## config.mk

```make
export PLATFORM = sky130hd
export DESIGN_NAME = window_congestion_sender_flat
export DESIGN_NICKNAME = d
export VERILOG_FILES = /design/src/design/wcs_pkg.sv /design/src/design/wcs_event_if.sv /design/src/design/wcs_result_if.sv /design/src/design/wcs_recip.sv /design/src/design/window_congestion_sender.sv /design/src/flat_wrapper.sv
export SDC_FILE = /design/constraint.sdc
export NUM_CORES = 1
export LEC_CHECK = 0
export ABC_CLOCK_PERIOD_IN_PS = 6700
export BUFFER_PORTS_ARGS = -buffer_cell sky130_fd_sc_hd__buf_2
export CORE_MARGIN = 3
export CORE_UTILIZATION = 35
export DETAILED_ROUTE_END_ITERATION = 7
export PLACE_DENSITY_LB_ADDON = 0.12
export SLEW_MARGIN = 40
export SYNTH_ARGS = -nofsm -noshare
export SYNTH_HDL_FRONTEND = slang
export SYNTH_HIERARCHICAL = 1
export SYNTH_SLANG_ARGS = --single-unit
```

## constraint.sdc

```tcl
create_clock -name clk -period 6.7 [get_ports clk]
set_clock_uncertainty 0.2 [all_clocks]
set_input_delay 0.67 -clock clk [delete_from_list [all_inputs] [get_ports clk]]
set_output_delay 0.67 -clock clk [all_outputs]
set_load 0.005 [all_outputs]
```

## src/design/wcs_pkg.sv

```systemverilog
`default_nettype none
package wcs_pkg;

	localparam int CW_W = 28;
	localparam int SEQ_W = 16;
	localparam int CFG_W = 16;
	localparam int ADDR_W = 4;
	localparam int DATA_W = 32;
	localparam int RESULT_LIMIT = 32;

	typedef logic [1:0] kind_t;
	typedef logic [SEQ_W-1:0] seq_t;
	typedef logic [CW_W-1:0] cw_t;
	typedef logic [CFG_W-1:0] cfg_t;

	localparam kind_t KIND_START = 2'd0;
	localparam kind_t KIND_ACK = 2'd1;
	localparam kind_t KIND_TIMEOUT = 2'd2;

	localparam logic [1:0] REG_TOTAL = 2'd0;
	localparam logic [1:0] REG_THRESH = 2'd1;
	localparam logic [1:0] REG_PEER = 2'd2;

	localparam cfg_t TOTAL_RESET = 16'd1000;
	localparam cfg_t THRESH_RESET = 16'd64;
	localparam cfg_t PEER_RESET = 16'd10;

	localparam cw_t CW_MAX = 28'h0FFFFFFF;

endpackage
`default_nettype wire

```

## src/design/wcs_event_if.sv

```systemverilog
`default_nettype none
interface wcs_event_if;
	logic valid;
	logic ready;
	wcs_pkg::kind_t kind;
	wcs_pkg::seq_t ack_number;
	wcs_pkg::seq_t peer_window;

	modport source (output valid, output kind, output ack_number, output peer_window,
		input ready);
	modport sink (input valid, input kind, input ack_number, input peer_window,
		output ready);
endinterface
`default_nettype wire

```

## src/design/wcs_result_if.sv

```systemverilog
`default_nettype none
interface wcs_result_if;
	logic valid;
	logic ready;
	logic send_valid;
	wcs_pkg::seq_t sequence_number;
	logic finished;
	wcs_pkg::cw_t window_now;
	wcs_pkg::seq_t threshold_now;
	logic last;

	modport source (output valid, output send_valid, output sequence_number,
		output finished, output window_now, output threshold_now, output last,
		input ready);
	modport sink (input valid, input send_valid, input sequence_number,
		input finished, input window_now, input threshold_now, input last,
		output ready);
endinterface
`default_nettype wire

```

## src/design/wcs_recip.sv

```systemverilog
`default_nettype none
// Restoring divider for 2^(2F) / divisor, one quotient bit per cycle.
module wcs_recip #(
	parameter int FRACTION_BITS = 12
) (
	input  wire logic clk,
	input  wire logic arst_n,
	input  wire logic start,
	input  wire wcs_pkg::cw_t divisor,
	output logic busy,
	output logic done,
	output logic [2*FRACTION_BITS:0] quotient
);
	localparam int QW = 2 * FRACTION_BITS + 1;
	localparam int CNT_W = $clog2(QW);
	localparam int CW_W = wcs_pkg::CW_W;

	logic busy_q;
	logic done_q;
	logic [CNT_W-1:0] cnt_q;
	logic [CW_W-1:0] dvs_q;
	logic [CW_W-1:0] rem_q;
	logic [QW-1:0] quo_q;

	logic [CW_W:0] shifted;
	logic fits;

	// numerator is a single one followed by zeros
	assign shifted = {rem_q, (cnt_q == '0)};
	assign fits = shifted >= {1'b0, dvs_q};

	always_ff @(posedge clk or negedge arst_n) begin
		if (!arst_n) begin
			busy_q <= 1'b0;
			done_q <= 1'b0;
			cnt_q <= '0;
		end else begin
			done_q <= 1'b0;
			if (start) begin
				busy_q <= 1'b1;
				cnt_q <= '0;
			end else if (busy_q) begin
				if (cnt_q == CNT_W'(QW - 1)) begin
					busy_q <= 1'b0;
					done_q <= 1'b1;
				end
				cnt_q <= cnt_q + 1'b1;
			end
		end
	end

	always_ff @(posedge clk) begin
		if (start) begin
			dvs_q <= (divisor == '0) ? CW_W'(1) : divisor;
			rem_q <= '0;
			quo_q <= '0;
		end else if (busy_q) begin
			rem_q <= fits ? CW_W'(shifted - {1'b0, dvs_q}) : shifted[CW_W-1:0];
			quo_q <= {quo_q[QW-2:0], fits};
		end
	end

	assign busy = busy_q;
	assign done = done_q;
	assign quotient = quo_q;

	a_no_restart: assert property (@(posedge clk) disable iff (!arst_n)
		start |-> !busy_q)
		else $error("divider restarted while busy");
	a_done_once: assert property (@(posedge clk) disable iff (!arst_n)
		done_q |-> !busy_q && $past(busy_q))
		else $error("divider done without a run");
	a_rem_below: assert property (@(posedge clk) disable iff (!arst_n)
		busy_q && cnt_q != '0 |-> rem_q < dvs_q)
		else $error("remainder not below divisor");

endmodule
`default_nettype wire

```

## src/design/window_congestion_sender.sv

```systemverilog
`default_nettype none
// The first result is registered in the emit state after an event is accepted,
// or after the divide state when congestion avoidance runs the reciprocal divider.
// Throughput: one result per cycle while the sink is ready; no new event is accepted
// until the last result of the current one has been loaded.
// Reset: asynchronous, active low; window 1.0, threshold 64, peer window 10.
module window_congestion_sender #(
	parameter int MAX_WINDOW = 32,
	parameter int FRACTION_BITS = 12
) (
	input  wire logic clk,
	input  wire logic arst_n,
	wcs_event_if.sink in_ch,
	wcs_result_if.source out_ch,
	input  wire logic psel,
	input  wire logic penable,
	input  wire logic pwrite,
	input  wire logic [wcs_pkg::ADDR_W-1:0] paddr,
	input  wire logic [wcs_pkg::DATA_W-1:0] pwdata,
	output logic [wcs_pkg::DATA_W-1:0] prdata,
	output logic pready
);
	localparam int CW_W = wcs_pkg::CW_W;
	localparam int QW = 2 * FRACTION_BITS + 1;
	localparam int WW = 34;
	localparam int LIM_W = wcs_pkg::SEQ_W + 1;
	localparam int N_W = $clog2(wcs_pkg::RESULT_LIMIT + 1);
	localparam wcs_pkg::cw_t ONE_FX = wcs_pkg::cw_t'(1) << FRACTION_BITS;
	localparam logic [2:0] DUP_FAST = 3'd3;
	localparam logic [2:0] DUP_MAX = 3'd7;

	localparam logic [1:0] ST_IDLE = 2'd0;
	localparam logic [1:0] ST_DIV = 2'd1;
	localparam logic [1:0] ST_EMIT = 2'd2;

	function automatic wcs_pkg::cw_t sat_cw(input logic [WW-1:0] v);
		return (v > WW'(wcs_pkg::CW_MAX)) ? wcs_pkg::CW_MAX : v[CW_W-1:0];
	endfunction

	// configuration
	wcs_pkg::cfg_t total_q, thresh_reg_q, peer_reg_q;
	logic cfg_wr;

	assign pready = 1'b1;
	assign cfg_wr = psel && penable && pwrite;

	always_ff @(posedge clk or negedge arst_n) begin
		if (!arst_n) begin
			total_q <= wcs_pkg::TOTAL_RESET;
			thresh_reg_q <= wcs_pkg::THRESH_RESET;
			peer_reg_q <= wcs_pkg::PEER_RESET;
		end else if (cfg_wr) begin
			case (paddr[3:2])
				wcs_pkg::REG_TOTAL: total_q <= pwdata[wcs_pkg::CFG_W-1:0];
				wcs_pkg::REG_THRESH: thresh_reg_q <= pwdata[wcs_pkg::CFG_W-1:0];
				wcs_pkg::REG_PEER: peer_reg_q <= pwdata[wcs_pkg::CFG_W-1:0];
				default: ;
			endcase
		end
	end

	always_comb begin
		case (paddr[3:2])
			wcs_pkg::REG_TOTAL: prdata = wcs_pkg::DATA_W'(total_q);
			wcs_pkg::REG_THRESH: prdata = wcs_pkg::DATA_W'(thresh_reg_q);
			wcs_pkg::REG_PEER: prdata = wcs_pkg::DATA_W'(peer_reg_q);
			default: prdata = '0;
		endcase
	end

	// sender state
	logic [1:0] state_q;
	wcs_pkg::cw_t cw_q;
	wcs_pkg::seq_t thr_q, rwin_q, base_q, next_q;
	logic [2:0] dup_q;
	logic done_q;
	logic [N_W-1:0] n_q;

	logic in_acc;
	assign in_ch.ready = (state_q == ST_IDLE);
	assign in_acc = in_ch.valid && in_ch.ready;

	// reciprocal divider
	logic div_start, div_busy, div_done;
	logic [QW-1:0] div_quo;

	wcs_recip #(.FRACTION_BITS(FRACTION_BITS)) u_recip (
		.clk(clk),
		.arst_n(arst_n),
		.start(div_start),
		.divisor(cw_q),
		.busy(div_busy),
		.done(div_done),
		.quotient(div_quo)
	);

	// event decode
	wcs_pkg::cw_t half_raw;
	wcs_pkg::seq_t thr_half;
	logic [WW-1:0] rt_win;
	logic new_ack, in_slow_start;
	logic [2:0] dup_next;
	wcs_pkg::seq_t base_new;

	assign half_raw = cw_q >> (FRACTION_BITS + 1);
	assign thr_half = (half_raw < CW_W'(2)) ? 16'd2 :
		(half_raw > CW_W'(16'hFFFF)) ? 16'hFFFF : half_raw[15:0];
	assign rt_win = WW'(17'(thr_half) + 17'd3) << FRACTION_BITS;
	assign new_ack = in_ch.ack_number > base_q;
	assign in_slow_start = WW'(cw_q) < (WW'(thr_q) << FRACTION_BITS);
	assign dup_next = (dup_q == DUP_MAX) ? DUP_MAX : dup_q + 3'd1;
	assign base_new = (in_ch.kind == wcs_pkg::KIND_ACK && new_ack) ? in_ch.ack_number : base_q;
	assign div_start = in_acc && !done_q && in_ch.kind == wcs_pkg::KIND_ACK && new_ack
		&& !in_slow_start;

	// emission
	wcs_pkg::cw_t cw_int, m1, eff;
	logic [LIM_W-1:0] limit, nx, nx1;
	logic can_send, more_after, cand_last, out_load;

	assign cw_int = cw_q >> FRACTION_BITS;
	assign m1 = (cw_int > CW_W'(rwin_q)) ? CW_W'(rwin_q) : cw_int;
	assign eff = (m1 > CW_W'(MAX_WINDOW)) ? CW_W'(MAX_WINDOW) : m1;
	assign limit = LIM_W'(base_q) + LIM_W'(eff);
	assign nx = LIM_W'(next_q);
	assign nx1 = nx + LIM_W'(1);
	assign can_send = !done_q && n_q < N_W'(wcs_pkg::RESULT_LIMIT) && nx < limit
		&& nx < LIM_W'(total_q);
	assign more_after = n_q < N_W'(wcs_pkg::RESULT_LIMIT - 1) && nx1 < limit
		&& nx1 < LIM_W'(total_q);
	assign cand_last = !can_send || !more_after;

	logic out_valid_q;
	assign out_load = (state_q == ST_EMIT) && (!out_valid_q || out_ch.ready);

	always_ff @(posedge clk or negedge arst_n) begin
		if (!arst_n) begin
			state_q <= ST_IDLE;
			cw_q <= ONE_FX;
			thr_q <= wcs_pkg::THRESH_RESET;
			rwin_q <= wcs_pkg::PEER_RESET;
			base_q <= '0;
			next_q <= '0;
			dup_q <= '0;
			done_q <= 1'b0;
			n_q <= '0;
			out_valid_q <= 1'b0;
		end else begin
			if (out_load) out_valid_q <= 1'b1;
			else if (out_ch.ready) out_valid_q <= 1'b0;

			case (state_q)
				ST_IDLE: begin
					if (in_acc) begin
						n_q <= '0;
						state_q <= div_start ? ST_DIV : ST_EMIT;
						if (!done_q) begin
							if (base_new >= total_q) done_q <= 1'b1;
							case (in_ch.kind)
								wcs_pkg::KIND_START: rwin_q <= in_ch.peer_window;
								wcs_pkg::KIND_ACK: begin
									rwin_q <= in_ch.peer_window;
									if (new_ack) begin
										base_q <= in_ch.ack_number;
										if (next_q < in_ch.ack_number) next_q <= in_ch.ack_number;
										dup_q <= '0;
										if (in_slow_start) cw_q <= sat_cw(WW'(cw_q) + WW'(ONE_FX));
									end else begin
										dup_q <= dup_next;
										if (dup_next == DUP_FAST) begin
											thr_q <= thr_half;
											cw_q <= sat_cw(rt_win);
											next_q <= base_q;
										end
									end
								end
								wcs_pkg::KIND_TIMEOUT: begin
									thr_q <= thr_half;
									cw_q <= ONE_FX;
									next_q <= base_q;
								end
								default: ;
							endcase
						end
					end
				end
				ST_DIV: begin
					if (div_done) begin
						cw_q <= sat_cw(WW'(cw_q) + WW'(div_quo));
						state_q <= ST_EMIT;
					end
				end
				ST_EMIT: begin
					if (out_load) begin
						if (can_send) begin
							next_q <= next_q + 1'b1;
							n_q <= n_q + 1'b1;
						end
						if (cand_last) state_q <= ST_IDLE;
					end
				end
				default: state_q <= ST_IDLE;
			endcase
		end
	end

	always_ff @(posedge clk) begin
		if (out_load) begin
			out_ch.send_valid <= can_send;
			out_ch.sequence_number <= can_send ? next_q : '0;
			out_ch.finished <= done_q;
			out_ch.window_now <= cw_q;
			out_ch.threshold_now <= thr_q;
			out_ch.last <= cand_last;
		end
	end

	assign out_ch.valid = out_valid_q;

	a_fin_alone: assert property (@(posedge clk) disable iff (!arst_n)
		out_ch.valid && out_ch.finished |-> !out_ch.send_valid && out_ch.last)
		else $error("fin result carries a send");
	a_div_in_state: assert property (@(posedge clk) disable iff (!arst_n)
		div_busy || div_done |-> state_q == ST_DIV)
		else $error("divider running outside its state");
	a_burst_limit: assert property (@(posedge clk) disable iff (!arst_n)
		n_q <= N_W'(wcs_pkg::RESULT_LIMIT))
		else $error("too many sends for one item");
	a_item_leaves_idle: assert property (@(posedge clk) disable iff (!arst_n)
		in_acc |=> state_q != ST_IDLE)
		else $error("accepted item produced no work");

endmodule
`default_nettype wire
```

## src/flat_wrapper.sv

```systemverilog
// flat-port wrapper written by rule: the top's interface ports become plain ports
module window_congestion_sender_flat 
#(
	parameter int MAX_WINDOW = 32,
	parameter int FRACTION_BITS = 12
)
  (clk, arst_n, psel, penable, pwrite, paddr, pwdata, prdata, pready, in_ch_valid, in_ch_kind, in_ch_ack_number, in_ch_peer_window, in_ch_ready, out_ch_valid, out_ch_send_valid, out_ch_sequence_number, out_ch_finished, out_ch_window_now, out_ch_threshold_now, out_ch_last, out_ch_ready);
  wcs_event_if in_ch_i ();
  wcs_result_if out_ch_i ();
  input  wire logic clk;
  input  wire logic arst_n;
  input  wire logic psel;
  input  wire logic penable;
  input  wire logic pwrite;
  input  wire logic [wcs_pkg::ADDR_W-1:0] paddr;
  input  wire logic [wcs_pkg::DATA_W-1:0] pwdata;
  output logic [wcs_pkg::DATA_W-1:0] prdata;
  output logic pready;
  input wire logic [$bits(in_ch_i.valid)-1:0] in_ch_valid;
  input wire logic [$bits(in_ch_i.kind)-1:0] in_ch_kind;
  input wire logic [$bits(in_ch_i.ack_number)-1:0] in_ch_ack_number;
  input wire logic [$bits(in_ch_i.peer_window)-1:0] in_ch_peer_window;
  output wire logic [$bits(in_ch_i.ready)-1:0] in_ch_ready;
  output wire logic [$bits(out_ch_i.valid)-1:0] out_ch_valid;
  output wire logic [$bits(out_ch_i.send_valid)-1:0] out_ch_send_valid;
  output wire logic [$bits(out_ch_i.sequence_number)-1:0] out_ch_sequence_number;
  output wire logic [$bits(out_ch_i.finished)-1:0] out_ch_finished;
  output wire logic [$bits(out_ch_i.window_now)-1:0] out_ch_window_now;
  output wire logic [$bits(out_ch_i.threshold_now)-1:0] out_ch_threshold_now;
  output wire logic [$bits(out_ch_i.last)-1:0] out_ch_last;
  input wire logic [$bits(out_ch_i.ready)-1:0] out_ch_ready;
  assign in_ch_i.valid = in_ch_valid;
  assign in_ch_i.kind = in_ch_kind;
  assign in_ch_i.ack_number = in_ch_ack_number;
  assign in_ch_i.peer_window = in_ch_peer_window;
  assign in_ch_ready = in_ch_i.ready;
  assign out_ch_valid = out_ch_i.valid;
  assign out_ch_send_valid = out_ch_i.send_valid;
  assign out_ch_sequence_number = out_ch_i.sequence_number;
  assign out_ch_finished = out_ch_i.finished;
  assign out_ch_window_now = out_ch_i.window_now;
  assign out_ch_threshold_now = out_ch_i.threshold_now;
  assign out_ch_last = out_ch_i.last;
  assign out_ch_i.ready = out_ch_ready;
  window_congestion_sender #(.MAX_WINDOW(MAX_WINDOW), .FRACTION_BITS(FRACTION_BITS)) u_core (.clk(clk), .arst_n(arst_n), .in_ch(in_ch_i), .out_ch(out_ch_i), .psel(psel), .penable(penable), .pwrite(pwrite), .paddr(paddr), .pwdata(pwdata), .prdata(prdata), .pready(pready));
endmodule
```

# After elaboration in Yosys (flattened, before gate mapping)
# Index checks and enable logic that the tools add are counted.
dict set report word_totals {
  regBits 304
  inputBits 77
  elab_cells 173
}
dict set report classes {
  addsub 10
  magnitude_cmp 18
  eq_ne 21
  muxes 54
  bitwise_logic 1
  n_reduce_logical 44
}
# cell n
set ops {}
lappend ops {{2-to-1 mux 28 bit} 10}
lappend ops {{2-to-1 mux 16 bit} 13}
lappend ops {{case mux 28 bit (2 select lines)} 2}
lappend ops {{greater-than comparator 34 x 28 -> 1 bit, second input constant} 3}
lappend ops {{case mux 16 bit (2 select lines)} 3}
lappend ops {{case mux 16 bit (3 select lines)} 1}
lappend ops {{greater-than comparator 16 bit} 2}
lappend ops {{less-than comparator 16 bit} 2}
lappend ops {{adder 28 x 13 -> 29 bit, second input constant} 1}
lappend ops {{adder 28 x 25 -> 29 bit} 1}
lappend ops {{>= comparator 29 x 28 -> 1 bit} 1}
lappend ops {{greater-than comparator 28 x 6 -> 1 bit, second input constant} 1}
lappend ops {{zero test 28 bit} 1}
lappend ops {{less-than comparator 28 bit} 1}
lappend ops {{subtractor 28 bit} 1}
lappend ops {{2-to-1 mux 6 bit} 3}
lappend ops {{adder 16 x 1 -> 17 bit, second input constant} 1}
lappend ops {{adder 16 x 17 -> 17 bit} 1}
lappend ops {{adder 16 x 2 -> 17 bit, second input constant} 1}
lappend ops {{less-than comparator 16 x 17 -> 1 bit} 1}
lappend ops {{less-than comparator 17 x 16 -> 1 bit} 1}
lappend ops {{less-than comparator 17 bit} 1}
lappend ops {{2-to-1 mux 17 bit} 1}
lappend ops {{adder 16 x 1 -> 16 bit, second input constant} 1}
lappend ops {{other kinds (37)} 94}

# Longest topological paths before layout
dict set report logic_depth {
  ltp_word 13
  depth_mapped 32
  mapped_depth_nobuf 29
}

# Cells and area by module
# Netlist, hierarchy kept.
# mod instances cells_each area_per_inst_um2
set by_module_without_submodules {}
lappend by_module_without_submodules {window_congestion_sender 1 1678 15549.9}
lappend by_module_without_submodules {wcs_recip 1 572 5131.2}

# Worst setup path after synthesis
# No wires, ideal clock.
dict set report synth_path {
  kind {reg-to-reg}
  startpoint {reg u_core.cw_q[14]}
  endpoint {reg u_core.next_q[11]}
  setup_ns 0.125
  t_arrival_ns 6.062
  t_required_ns 6.375
  setup_slack_ns 0.313
  path_stages_with_launch 31
  n_path_buf 3
  path_cell_list {dfrtp_1 > ha_1 > a21o_1 > a21o_1 > a211o_1 > a21o_1 > a21o_1 > a21oi_1 > o221ai_1 > o31a_1 > clkbuf_1 > mux2i_1 > ha_1 > fa_1 > a211oi_2 > o211ai_2 > a41oi_2 > o31a_2 > o21bai_1 > a21oi_1 > xor2_1 > ha_1 > a21o_1 > a21oi_1 > nor2b_1 > a311o_1 > a41o_1 > buf_6 > a21oi_4 > buf_12 > mux2_4}
}
dict set report synth_between {
  elab_chain_cells 10
}
# element line
set synth_lines {}
lappend synth_lines {{start: declaration} window_congestion_sender.sv:73} ;# wcs_pkg::cw_t cw_q;
lappend synth_lines {{start signal: assignment} window_congestion_sender.sv:167} ;# if (in_slow_start) cw_q <= sat_cw(WW'(cw_q) + WW'(ONE_FX));
lappend synth_lines {{start signal: assignment} window_congestion_sender.sv:172} ;# cw_q <= sat_cw(rt_win);
lappend synth_lines {{start signal: assignment} window_congestion_sender.sv:189} ;# cw_q <= sat_cw(WW'(cw_q) + WW'(div_quo));
lappend synth_lines {{greater-than comparator 16 bit} window_congestion_sender.sv:122} ;# assign m1 = (cw_int > CW_W'(rwin_q)) ? CW_W'(rwin_q) : cw_int;
lappend synth_lines {{2-to-1 mux 16 bit *} window_congestion_sender.sv:122}
lappend synth_lines {{greater-than comparator 28 x 6 -> 1 bit} window_congestion_sender.sv:123} ;# assign eff = (m1 > CW_W'(MAX_WINDOW)) ? CW_W'(MAX_WINDOW) : m1;
lappend synth_lines {{2-to-1 mux 17 bit *} window_congestion_sender.sv:123}
lappend synth_lines {{adder 16 x 17 -> 17 bit *} window_congestion_sender.sv:124} ;# assign limit = LIM_W'(base_q) + LIM_W'(eff);
lappend synth_lines {{less-than comparator 16 x 17 -> 1 bit *} window_congestion_sender.sv:127} ;# assign can_send = !done_q && n_q < N_W'(wcs_pkg::RESULT_LIMIT) && nx < limit
lappend synth_lines {{logical AND 1 bit *} window_congestion_sender.sv:127}
lappend synth_lines {{logical AND 1 bit *} window_congestion_sender.sv:128} ;# && nx < LIM_W'(total_q);
lappend synth_lines {{!= test 2 x 1 -> 1 bit (no line) *} -}
lappend synth_lines {{AND reduction 8 bit (no line) *} -}
lappend synth_lines {{end signal: assignment} window_congestion_sender.sv:165} ;# if (next_q < in_ch.ack_number) next_q <= in_ch.ack_number;
lappend synth_lines {{end signal: assignment} window_congestion_sender.sv:173} ;# next_q <= base_q;
lappend synth_lines {{end signal: assignment} window_congestion_sender.sv:180} ;# next_q <= base_q;
lappend synth_lines {{end: declaration} window_congestion_sender.sv:74} ;# wcs_pkg::seq_t thr_q, rwin_q, base_q, next_q;
# Mark *: on every way between the ends. The rest lies on a longest branch, timed or not.
# A chain may end at the register's enable or synchronous reset.

# Worst setup path after layout
dict set report layout_path {
  startpoint {reg u_core.rwin_q[1]}
  endpoint {reg u_core.n_q[4]}
}
dict set report layout_between {
  elab_chain_cells 10
}
# element line
set layout_lines {}
lappend layout_lines {{start: declaration} window_congestion_sender.sv:74}
lappend layout_lines {{start signal: assignment} window_congestion_sender.sv:141} ;# rwin_q <= wcs_pkg::PEER_RESET;
lappend layout_lines {{start signal: assignment} window_congestion_sender.sv:160} ;# wcs_pkg::KIND_START: rwin_q <= in_ch.peer_window;
lappend layout_lines {{start signal: assignment} window_congestion_sender.sv:162} ;# rwin_q <= in_ch.peer_window;
lappend layout_lines {{greater-than comparator 16 bit} window_congestion_sender.sv:122}
lappend layout_lines {{2-to-1 mux 16 bit *} window_congestion_sender.sv:122}
lappend layout_lines {{greater-than comparator 28 x 6 -> 1 bit} window_congestion_sender.sv:123}
lappend layout_lines {{2-to-1 mux 17 bit *} window_congestion_sender.sv:123}
lappend layout_lines {{adder 16 x 17 -> 17 bit *} window_congestion_sender.sv:124}
lappend layout_lines {{less-than comparator 16 x 17 -> 1 bit *} window_congestion_sender.sv:127}
lappend layout_lines {{logical AND 1 bit *} window_congestion_sender.sv:127}
lappend layout_lines {{logical AND 1 bit *} window_congestion_sender.sv:128}
lappend layout_lines {{!= test 2 x 1 -> 1 bit (no line) *} -}
lappend layout_lines {{AND reduction 4 bit (no line) *} -}
lappend layout_lines {{end signal: assignment} window_congestion_sender.sv:197} ;# n_q <= n_q + 1'b1;
lappend layout_lines {{end: declaration} window_congestion_sender.sv:77} ;# logic [N_W-1:0] n_q;
# Marked as above.

==> summary.md <==
| Metric | Value |
|---|---|
| Per-cell routed wire length | `19.81 um` |
| Main flop type after synthesis | `dfrtp_1` |
| Flop and latch count out of synthesis | `302` |
| CTS H-Tree Depth | `2` |
| Clock insertion delay at the later pin of the skew report | `0.57 ns` |
| CP dominant cell by count | `a21o_1` |
| Kind of end point of the critical path | `flip-flop` |
| Number of max-capacitance violations reported | `0` |
| Via count | `16970` |
| Cell Rows | `88` |
| Violation count after the first detailed-routing iteration | `1023` |
| P_int | `0.003510 W` |
| Area contributors post-synth | `dfrtp_1 18%, edfxtp_1 13%, ha_1 13%, o21ai_0 5.6%, dfxtp_1 5.1%` |
| Ranking of synthesized cells by instance count | `232 x o21ai_0, 213 x nand2_1, 211 x ha_1` |
| Mean instance size in the synthesized netlist | `9.192 um2` |
| Die height | `249.1 um` |
| Upper clock frequency limit | `0.1539 GHz` |
| Post-Route Hold Slack | `0.1208 ns` |
| Post-DP Area | `0.02216 mm2` |
| Sequential-to-total area share from yosys stat | `0.3752` |
| Final count of hold timing violations | `0` |
| Clock buffer depth | `3` |
| Via count of the first global-routing pass | `16660` |
| Outcome | `finished clean` |
| Initial cell density of the core | `0.3564` |
| Min-Delay Path Class | `input port to flip-flop` |
| Largest area contributor in the netlist | `dfrtp_1` |
| Total CTS buffers | `40` |
| Worst rel slew slack | `0.4608` |
| Number of slew-limit violations in the final report | `0` |
| Number of top-level design ports | `175` |
| Max incr delay on CP | `0.53 ns` |
| Number of setup violations in the final report | `0` |
| Startpoint Class | `flip-flop` |
| Final-layout setup total negative slack | `0 ns` |
| Count of different cell masters after synthesis | `89` |
| Synth Warn # | `6` |
| Vias per inst | `5.371` |
| Placed wire-length estimate | `46610 um` |
| Number of enable-type register cells in the synthesized netlist | `90` |
| Final net count | `2650` |
| Cell at the slowest stage of the critical path | `dfstp_2` |
| Power share of the clock group | `0.482` |
| Switching power | `0.001131 W` |
| Global-route wire length before repair | `97510 um` |
| RD Place Congestion | `0.9187` |
| Clock root buffer master | `clkbuf_16` |
| Leakage Power | `10.45 nW` |
| Clock net sink count | `302` |
| Area of all placed cells without fillers | `0.02378 mm2` |
| Area growth from synthesis to final layout | `14.96%` |
| Maximum number of pins on one net before global-route repair | `77` |
| Share of total power in combinational logic | `0.088` |
| Switching Share | `0.2437` |
| Residual DRC | `0` |
| Cells after Synth | `2250` |
| Clock-pin slew on the worst setup and hold paths | `0.06 ns` |
| Power density of the placed cells | `195.2 mW/mm2` |
| GRT Resource Usage Total | `0.1972` |
| Clock tree from TritonCTS | `built` |
| Setup Crit Path Kind | `flip-flop to flip-flop` |
| Placeable core region | `0.05803 mm2` |
| Count of TritonRoute iterations in the first routing pass | `5` |
| Worst-Margin Slew | `0.8088 ns` |
| Required time at the endpoint of the critical path | `6.97 ns` |
| Routed Wire Length | `62560 um` |
| Fraction of synthesized cell area taken by the top area cell type | `0.1767` |
| Arr. time, crit path | `6.77 ns` |
| Synthesized area | `0.02068 mm2` |
| Antenna violations before repair | `7` |
| Cell with the most instances after synthesis | `o21ai_0` |
| Fraction of layout cells with a size suffix above 1 | `0.1619` |
| Final core utilization | `0.4097` |
| Worst-case vdd ir drop | `0.0001563 V` |
| Share of the clock period used by the worst path after layout | `0.9699` |
| Peak fanout along the critical path | `6` |
| Die area | `0.06204 mm2` |
| Share of synthesized flip-flops with an asynchronous set or reset | `0.5265` |
| Number of buffer cells added on primary ports | `138` |
| Horiz. Die Dim | `249.1 um` |
| Sequential Power Share | `0.431` |
| Time the worst path needs with I/O delays and setup | `6.498 ns` |
| Final ANT Viol Nets | `0` |
| Overall overflow remaining after global route | `0` |
critical path, delay by kind of cell, from the launching register on:
kind / cells / cell delay [ns]
AO/OA/AOI/OAI: 19 / 3.47
multiplexers: 1 / 0.16
flip-flops: 1 / 0.53
XOR/XNOR: 1 / 0.23
buffers and inverters: 2 / 0.19
AND/OR/NAND/NOR: 2 / 0.55
adder cells (fa/ha/maj): 4 / 1.06
flip-flops by register name, summed over array words and instances, names as in the netlist, 2 cells and up:
name,count
u_core/peer_reg_q,16
u_core/u_recip/cnt_q,5
u_core/thresh_reg_q,16
u_core/out_ch.window_now,28
u_core/out_ch.sequence_number,16
u_core/n_q,6
u_core/u_recip/quotient,25
u_core/u_recip/rem_q,28
u_core/dup_q,3
u_core/state_q,2
u_core/out_ch.threshold_now,15
u_core/cw_q,28
u_core/next_q,16
u_core/thr_q,15
u_core/total_q,16
u_core/u_recip/dvs_q,28
u_core/rwin_q,16
u_core/base_q,16
stage by stage:
step                worst slack, ns  total power, W  cells
global route               -0.05714        0.004861   3157
detailed placement         -0.03872        0.002440   3075
finish                       0.2015        0.004640   3159
floorplan                    0.3127        0.002272   2276
CTS                         0.01359        0.004716   3150
global placement             0.1359        0.002422   3073
what timing repair did:
action                                  4_1_cts  5_1_grt
hold buffers                                  1        0
gates resized for setup                       2       31
pin swaps                                     1       21
buffers inserted                              0        6
endpoints found under the hold margin        55        0
endpoints found under the setup margin       13       40
per-layer routing:
| layer | up-vias | share of wire | track usage | routed length (um) |
|---|---|---|---|---|
| met5 | - | 0.00048 | 0 | 30 |
| met4 | 6 | 0.028 | 0.06084 | 1777 |
| met3 | 106 | 0.044 | 0.03247 | 2722 |
| met2 | 392 | 0.51 | 0.3533 | 31610 |
| met1 | 8163 | 0.42 | 0.2422 | 26430 |
| li1 | 8300 | - | - | - |
worst paths after layout:
path / startpoint / to / slack [ns] / depth (start not counted)
max reg2reg: u_core/rwin_q[1] / u_core/n_q[4] / 0.20 / 29
min: in_ch_peer_window[8] / u_core/rwin_q[8] / 0.12 / 3
max in group asynchronous: arst_n / u_core/u_recip/busy / 4.74 / 3
min in group asynchronous: arst_n / u_core/n_q[0] / 0.46 / 2
max: u_core/rwin_q[1] / u_core/n_q[4] / 0.20 / 29
min reg2reg: u_core/thr_q[9] / u_core/out_ch.threshold_now[9] / 0.28 / 0
cells in the final DEF (no fill, tap or decap), types with 8 or more instances in the layout:
cell       Yosys  layout
buf_2          6     137
dfrtp_1      146     145
buf_6          5       8
nand2_1      213     213
a31oi_1       22      22
edfxtp_1      90      90
o21a_1        14      14
nor4_1        19      19
o31ai_1       12      12
a221o_1        9       9
dfstp_2       13      13
mux2_2        51      51
mux2_4         8       8
o21ai_0      232     229
xor2_1        41      41
a311oi_1      25      24
nand3_1       69      68
a211oi_1      18      17
inv_1        135     133
buf_4         19      45
clkbuf_16      0      42
nand2b_1      28      28
o211ai_1       9       9
nor2_1       138     137
and3_1        21      20
a21o_1        63      61
nor3_1        27      24
nand4_1       30      30
a21oi_1      108     102
mux2i_1       66      61
conb_1         2      28
o21bai_1       9       9
xnor2_1       47      47
ha_1         211     207
dfxtp_1       53      53
or3_1          8       8
nor2b_1       17      16
and2_1        24      24
power groups by stage:
stage | registers, W | clock network, W | logic, W
finish | 0.00200 | 0.00223 | 0.000407
global route | 0.00201 | 0.00239 | 0.000462
CTS | 0.00200 | 0.00231 | 0.000409
detailed placement | 0.00203 | 0 | 0.000407
global placement | 0.00203 | 0 | 0.000392
floorplan | 0.00202 | 0 | 0.000249
layout make-up:
| class | count | area (um2) |
|---|---|---|
| sequential | 302 | 7762 |
| multi-input combinational | 1687 | 12010 |
| fill | 5768 | 34250 |
| timing repair buffer | 192 | 1151 |
| tap | 765 | 957.2 |
| inverter | 136 | 510.5 |
| antenna | 3 | 7.507 |
| clock buffer | 51 | 1115 |
| clock inverter | 23 | 261.5 |
cells by family (layout without fill, tap and decap cells):
logic type      Yosys count  count (layout)  synth area share
compound gates          607             607            0.1890
xor+xnor                 88              88           0.03727
fa+ha+maj               217             217            0.1320
buf+inv                 287             402           0.05850
flops                   302             302            0.3752
mux                     125             125           0.06552
other cells               2              31         0.0003631
simple gates            622             622            0.1422
Power figures use the tool's default switching activity.
